===== config.mk =====
export PLATFORM = sky130hd
export DESIGN_NAME = splc_ctrl
export DESIGN_NICKNAME = d
export VERILOG_FILES = /design/src/rtl/splc_pkg.sv /design/src/rtl/splc_ctrl.sv
export SDC_FILE = /design/constraint.sdc
export NUM_CORES = 1
export LEC_CHECK = 0
export BUFFER_PORTS_ARGS = -buffer_cell sky130_fd_sc_hd__buf_2
export CORE_AREA = 2 2 39 41
export DETAILED_ROUTE_END_ITERATION = 16
export DIE_AREA = 0 0 41 43
export GPL_TIMING_DRIVEN = 0
export HOLD_SLACK_MARGIN = 0.05
export SYNTH_ARGS = -nofsm -noshare
export SYNTH_HDL_FRONTEND = slang
export SYNTH_SLANG_ARGS = --single-unit

===== constraint.sdc =====
create_clock -name clock -period 1.6 [get_ports clock]
set_input_delay 0 -clock clock [delete_from_list [all_inputs] [get_ports clock]]
set_output_delay 0 -clock clock [all_outputs]
set_load 0.03 [all_outputs]

===== src/rtl/splc_pkg.sv =====
package splc_pkg;

   localparam int NUM_POINTS_W = 11;
   localparam logic [NUM_POINTS_W-1:0] NUM_POINTS_RESET = 11'd1001;

   localparam int DEF_MAX_POINTS = 1024;
   localparam int DEF_FRAC_BITS = 16;

   localparam int STRAIN_W = 32;
   localparam int INDEX_W = 10;
   localparam int DISP_W = 31;
   localparam int FORCE_W = 31;
   localparam int SLOPE_W = 32;
   localparam int STRESS_W = 32;
   localparam int SEGMENT_W = 10;

   localparam logic OP_EVALUATE = 1'b0;
   localparam logic OP_LOAD = 1'b1;

   localparam logic [STRESS_W-1:0] STRESS_MAX = 32'h7FFF_FFFF;
   localparam logic [STRESS_W-1:0] STRESS_MIN = 32'h8000_0000;

   typedef struct packed {
      logic opcode;
      logic signed [STRAIN_W-1:0] strain;
      logic [INDEX_W-1:0] entry_index;
      logic [DISP_W-1:0] entry_disp;
      logic [FORCE_W-1:0] entry_force;
      logic signed [SLOPE_W-1:0] entry_slope;
   } splc_req_type;

   typedef struct packed {
      logic signed [STRESS_W-1:0] stress;
      logic signed [SLOPE_W-1:0] tangent;
      logic [SEGMENT_W-1:0] segment;
      logic extrapolated;
   } splc_rsp_type;

   typedef struct packed {
      logic capture;
      logic write_entry;
      logic start_scan;
      logic step;
      logic select_zero;
      logic select_seg;
      logic commit;
      logic out_load;
   } splc_cmd_type;

   typedef struct packed {
      logic same_strain;
      logic in_zero;
      logic beyond;
      logic last_entry;
   } splc_sts_type;

endpackage


===== src/rtl/splc_ctrl.sv =====
module splc_ctrl (
   input  logic                   clock,
   input  logic                   reset,
   input  logic                   req_valid,
   input  logic                   req_opcode,
   output logic                   req_stall,
   output logic                   rsp_valid,
   input  logic                   rsp_stall,
   input  splc_pkg::splc_sts_type sts,
   output splc_pkg::splc_cmd_type cmd
);
   import splc_pkg::*;

   localparam logic [2:0] ST_IDLE  = 3'd0;
   localparam logic [2:0] ST_ZERO  = 3'd1;
   localparam logic [2:0] ST_SCAN  = 3'd2;
   localparam logic [2:0] ST_MUL   = 3'd3;
   localparam logic [2:0] ST_SCALE = 3'd4;
   localparam logic [2:0] ST_SUM   = 3'd5;
   localparam logic [2:0] ST_DONE  = 3'd6;

   logic [2:0] state_ff, state_in;
   logic       rsp_valid_ff, rsp_valid_in;
   logic       accept;

   assign req_stall = (state_ff != ST_IDLE);
   assign accept    = req_valid && !req_stall;
   assign rsp_valid = rsp_valid_ff;

   always_comb begin
      state_in = state_ff;
      cmd      = '0;
      unique case (state_ff)
         ST_IDLE: begin
            if (accept) begin
               if (req_opcode == OP_LOAD) begin
                  cmd.write_entry = 1'b1;
               end else begin
                  cmd.capture = 1'b1;
                  state_in    = sts.same_strain ? ST_DONE : ST_ZERO;
               end
            end
         end
         ST_ZERO: begin
            if (sts.in_zero) begin
               cmd.select_zero = 1'b1;
               state_in        = ST_MUL;
            end else begin
               cmd.start_scan = 1'b1;
               state_in       = ST_SCAN;
            end
         end
         ST_SCAN: begin
            if (sts.beyond && !sts.last_entry) begin
               cmd.step = 1'b1;
            end else begin
               cmd.select_seg = 1'b1;
               state_in       = ST_MUL;
            end
         end
         ST_MUL:   state_in = ST_SCALE;
         ST_SCALE: state_in = ST_SUM;
         ST_SUM: begin
            cmd.commit = 1'b1;
            state_in   = ST_DONE;
         end
         ST_DONE: begin
            if (!rsp_valid_ff || !rsp_stall) begin
               cmd.out_load = 1'b1;
               state_in     = ST_IDLE;
            end
         end
         default: state_in = ST_IDLE;
      endcase
   end

   assign rsp_valid_in = cmd.out_load || (rsp_valid_ff && rsp_stall);

   always_ff @(posedge clock) begin
      if (reset) begin
         state_ff     <= ST_IDLE;
         rsp_valid_ff <= 1'b0;
      end else begin
         state_ff     <= state_in;
         rsp_valid_ff <= rsp_valid_in;
      end
   end

   a_out_load_shows: assert property (@(posedge clock) disable iff (reset)
      cmd.out_load |=> rsp_valid_ff)
      else $error("result register not valid after a load");

   a_scan_entry: assert property (@(posedge clock) disable iff (reset)
      (state_ff == ST_SCAN) |-> ($past(state_ff) == ST_ZERO || $past(state_ff) == ST_SCAN))
      else $error("scan entered from an unexpected state");

   a_new_strain_searches: assert property (@(posedge clock) disable iff (reset)
      (accept && req_opcode == OP_EVALUATE && !sts.same_strain) |=> (state_ff == ST_ZERO))
      else $error("new strain did not start a search");

endmodule


Word-level counts from Yosys, hierarchy flattened
Cells that the tools add are included.

cells by class
  add/sub/neg operators = 0
  $mul = 0
  div/mod/pow operators = 0
  $lt $le $gt $ge = 0
  eq/ne operators = 10
  shift operators = 0
  multiplexer cells = 22
  bitwise gates (word level) = 0
  reductions and logical operators = 12

operators by type and width
  kind                                                              count
  3-bit one-hot mux with 7 select lines                             1
  3-bit 2-to-1 mux                                                  5
  1-bit 2-to-1 mux                                                  14
  3-bit == test (second input constant)                             3
  2-bit inequality test (second input constant)                     4
  3-bit by 2-bit == test with 1-bit output (second input constant)  2
  1-bit logical NOT                                                 4
  2-bit 2-to-1 mux                                                  2
  4-bit AND reduction                                               1
  3-bit by 1-bit == test with 1-bit output (second input constant)  1
  1-bit logical AND                                                 3
  3-bit logical NOT                                                 1
  3-bit nonzero test                                                1
  1-bit logical OR                                                  2

word-level totals
  flip-flop bits (word level) = 4
  latch bits = 0
  bits in writable memories = 0
  ROM bits = 0
  bits of input ports = 9
  output and inout bits = 10
  memories = 0

Depth between registers and ports, before layout
  depth in word-level cells = 5
  depth in mapped cells = 5
  mapped depth without buffers = 4

Least setup slack after synthesis
OpenSTA, ideal clock, no wires.

  kind = register to output
  start = register state_ff[1]
  end = output port cmd[2] in the netlist's numbering
  arrival = 1.486 ns
  required time = 1.600 ns
  slack = 0.114 ns
  cell stages (with the launch flop) = 4
  cells stage by stage = dfxtp_1 buf_2 inv_1 nor4_1

RTL lines
  element                 RTL line         source
  from (decl)             splc_ctrl.sv:22  logic [2:0] state_ff, state_in;
  from (signal assigned)  splc_ctrl.sv:84  state_ff <= state_in;
  to (decl)               splc_ctrl.sv:10  output splc_pkg::splc_cmd_type cmd

==> metrics.md <==
| Metric | Value |
|---|---|
| Mapped Area | `315 µm²` |
| HP Class | `primary input to register` |
| MaxCap Viol Count | `0` |
| Layout Area Growth over Synthesis | `45.2%` |
| Syn avg cell area | `7.17 µm²` |
| FILL cells | `151` |
| Final Cell Area | `458 µm²` |
| DR iter-0 viols | `8` |
| H-tree depth | `1` |
| Syn_nets | `53` |
| Antenna Cells | `0` |
| Max_slew headroom | `0.829` |
| Final HPWL DP | `581 µm` |
| Share of layout cells above drive strength 1 | `0.409` |
| Final wirelength | `753 µm` |
| WL per Instance | `9.18 µm` |
| Synth Flop Type | `dfxtp_1` |
| Root buf cell | `clkbuf_4` |
| Post-synth EDFFs | `0` |
| # resized after CTS | `0` |
| Synth area leaders | `dfxtp_1 (25%), a21oi_1 (9.5%), and3_1 (6.0%)` |
| Reg2reg end | `state_ff[2]` |
| Final GP Congestion | `0.657` |
| Pin count of the biggest net entering global routing | `11` |
| CTS sink count | `4` |
| Outcome | `complete, no violations` |
| Die area | `1760 µm²` |
| GRT Util Overall | `0.102` |
| Area leader, netlist | `dfxtp_1` |
| Mapped Cells | `44` |
| Reg2reg path depth | `5` |
| Initial antenna violation count | `0` |
| Worst reg2reg path startpoint | `state_ff[1]` |
| Setup_tns | `0 ns` |
| Row Count | `14` |
| Setup CP Type | `register to primary output` |
| Router iterations before antenna repair | `4` |
| Clock Latency Late Sink | `0.23 ns` |
| Worst Hold End | `rsp_valid` |
| Num CTS Buffers | `3` |
| Period utilization | `0.818` |
| Drc violations | `0` |
| CP Data Required Time | `1.60 ns` |
| Seq/Total Area, Yosys | `0.254` |
| Synth top area share | `0.254` |
| I/O Pins | `19` |
| Total overflow reported by the global router | `0` |
| Power Dens Cells | `1900 nW/µm²` |
| Count leader, synth | `a21oi_1` |
| Vias per Instance | `4.48` |
| Vias in the first global route | `297` |
| Worst-margin pin slew | `0.256 ns` |
| Die height | `43 µm` |
| FFs w/ async S/R, synth | `0` |
| CTS tree | `yes` |
| # Post-CTS Setup Buffers | `0` |
| Max Slew Vio Count | `0` |
| R2r setup slk | `0.30 ns` |
| Placed inst area | `425 µm²` |
| First-pass GRT wire length | `1230 µm` |
| I/O Buffers | `18` |
| #FFs+latches synth | `4` |
| Final setup viols | `0` |
| Worst-path clk slew | `0.04 ns` |
| P_leak | `0.244 nW` |
| Endpoints failing hold | `0` |
| WHS Path Cells | `3` |
| Crit path max fanout | `10` |
| Tmin final | `1.31 ns` |
| Clock Tree Buf Depth | `2` |
| Core area | `1380 µm²` |
| Netlist cell types | `22` |
| Via Count | `367` |
| Startpoint Class | `register` |
| Warnings, synthesis | `0` |
| HP Start | `rsp_stall` |
| DRT antenna net count | `0` |
| RSZ-0062 raised after global routing | `no` |
| Layout Nets | `77` |
| VDD IR max | `0.000796 V` |
| CP endpoint kind | `primary output` |
| Synth top cells by count | `a21oi_1 (6), dfxtp_1 (4), inv_1 (4), nor2_1 (4)` |
| Final clock skew | `0.00178 ns` |
| Arrival time at the worst endpoint | `1.31 ns` |
| Die Width | `41 µm` |
| Initial Utilization | `0.228` |
| Fmax | `764 MHz` |
==> where the power goes <==
part / total (mW) / leakage (nW) / switching, mW / internal [mW]
sequential: 0.146 / 0.0328 / 0.0102 / 0.136
clock: 0.124 / 0.0138 / 0.0402 / 0.0839
combinational: 0.600 / 0.197 / 0.377 / 0.222
==> timing repair <==
item	CTS	global route
setup endpoints to repair	0	0
hold endpoints to repair	1	0
hold buffers	1	0
==> worst max-delay path by stage <==
stage,startpoint,to,cells past startpoint
4_1_cts,state_ff[0],cmd[6],4
6_report,state_ff[2],cmd[6],4
5_1_grt,state_ff[1],state_ff[2],5
3_3_place_gp,state_ff[1],state_ff[2],5
3_5_place_dp,state_ff[1],state_ff[2],5
2_1_floorplan,state_ff[1],cmd[2],3
==> final cells by class <==
type,instances,area [µm²],share of cell area
tap,16,20.0,0.0437
clock buffer,3,22.5,0.0492
timing repair buffer,19,100,0.219
multi-input combinational,33,196,0.429
sequential,4,80.1,0.175
buffer,3,23.8,0.0519
inverter,4,15.0,0.0328
==> critical path, stage by stage, from the launching register on <==
cell and delay (ns):
dfxtp_1 0.30, buf_6 0.13, nor3_2 0.27, and3_1 0.19
buf_2 0.19
==> through the flow <==
step,cells,setup WS (ns),utilization,power (mW),hold slack [ns]
finish,82,0.291,0.331,0.870,0.0710
global route,82,0.135,0.331,0.951,0.0814
CTS,82,0.273,0.331,0.876,0.0682
detailed placement,78,0.299,0.307,0.744,0.210
global placement,78,0.319,0.307,0.744,0.203
floorplan,44,0.114,-,0.616,0.0691
==> registers in the layout (all words and copies together), names as in the netlist <==
signal	count
rsp_valid	1
state_ff	3
==> placed cells by master, fill, tap and decap left out <==
cell	instances
a21oi_1	6
a2bb2oi_1	1
and2b_1	1
and3_1	3
and3_4	1
buf_2	19
buf_4	1
buf_6	1
clkbuf_4	3
dfxtp_1	4
dlygate4sd3_1	1
inv_1	4
nand2_1	2
nand2b_1	2
nand3b_1	1
nor2_1	4
nor2_2	1
nor2b_1	2
nor3_2	1
nor4_1	2
o211ai_1	1
o21ai_0	3
o21ai_1	1
or3b_1	1
==> cell families (layout without fill, tap and decap cells) <==
group,after synthesis,in the layout,synth area share
buf+inv,7,29,0.123
simple gates,21,21,0.413
compound gates,12,12,0.210
flops,4,4,0.254
==> layer usage <==
metal | vias up | track usage | share of wire
met2 | 13 | 0.138 | 0.45
met3 | 0 | 0.0314 | 0.057
met4 | 0 | 0.0600 | 0
li1 | 197 | - | -
met1 | 157 | 0.137 | 0.49
met5 | - | 0 | 0
(Power assumes the default switching activity.)
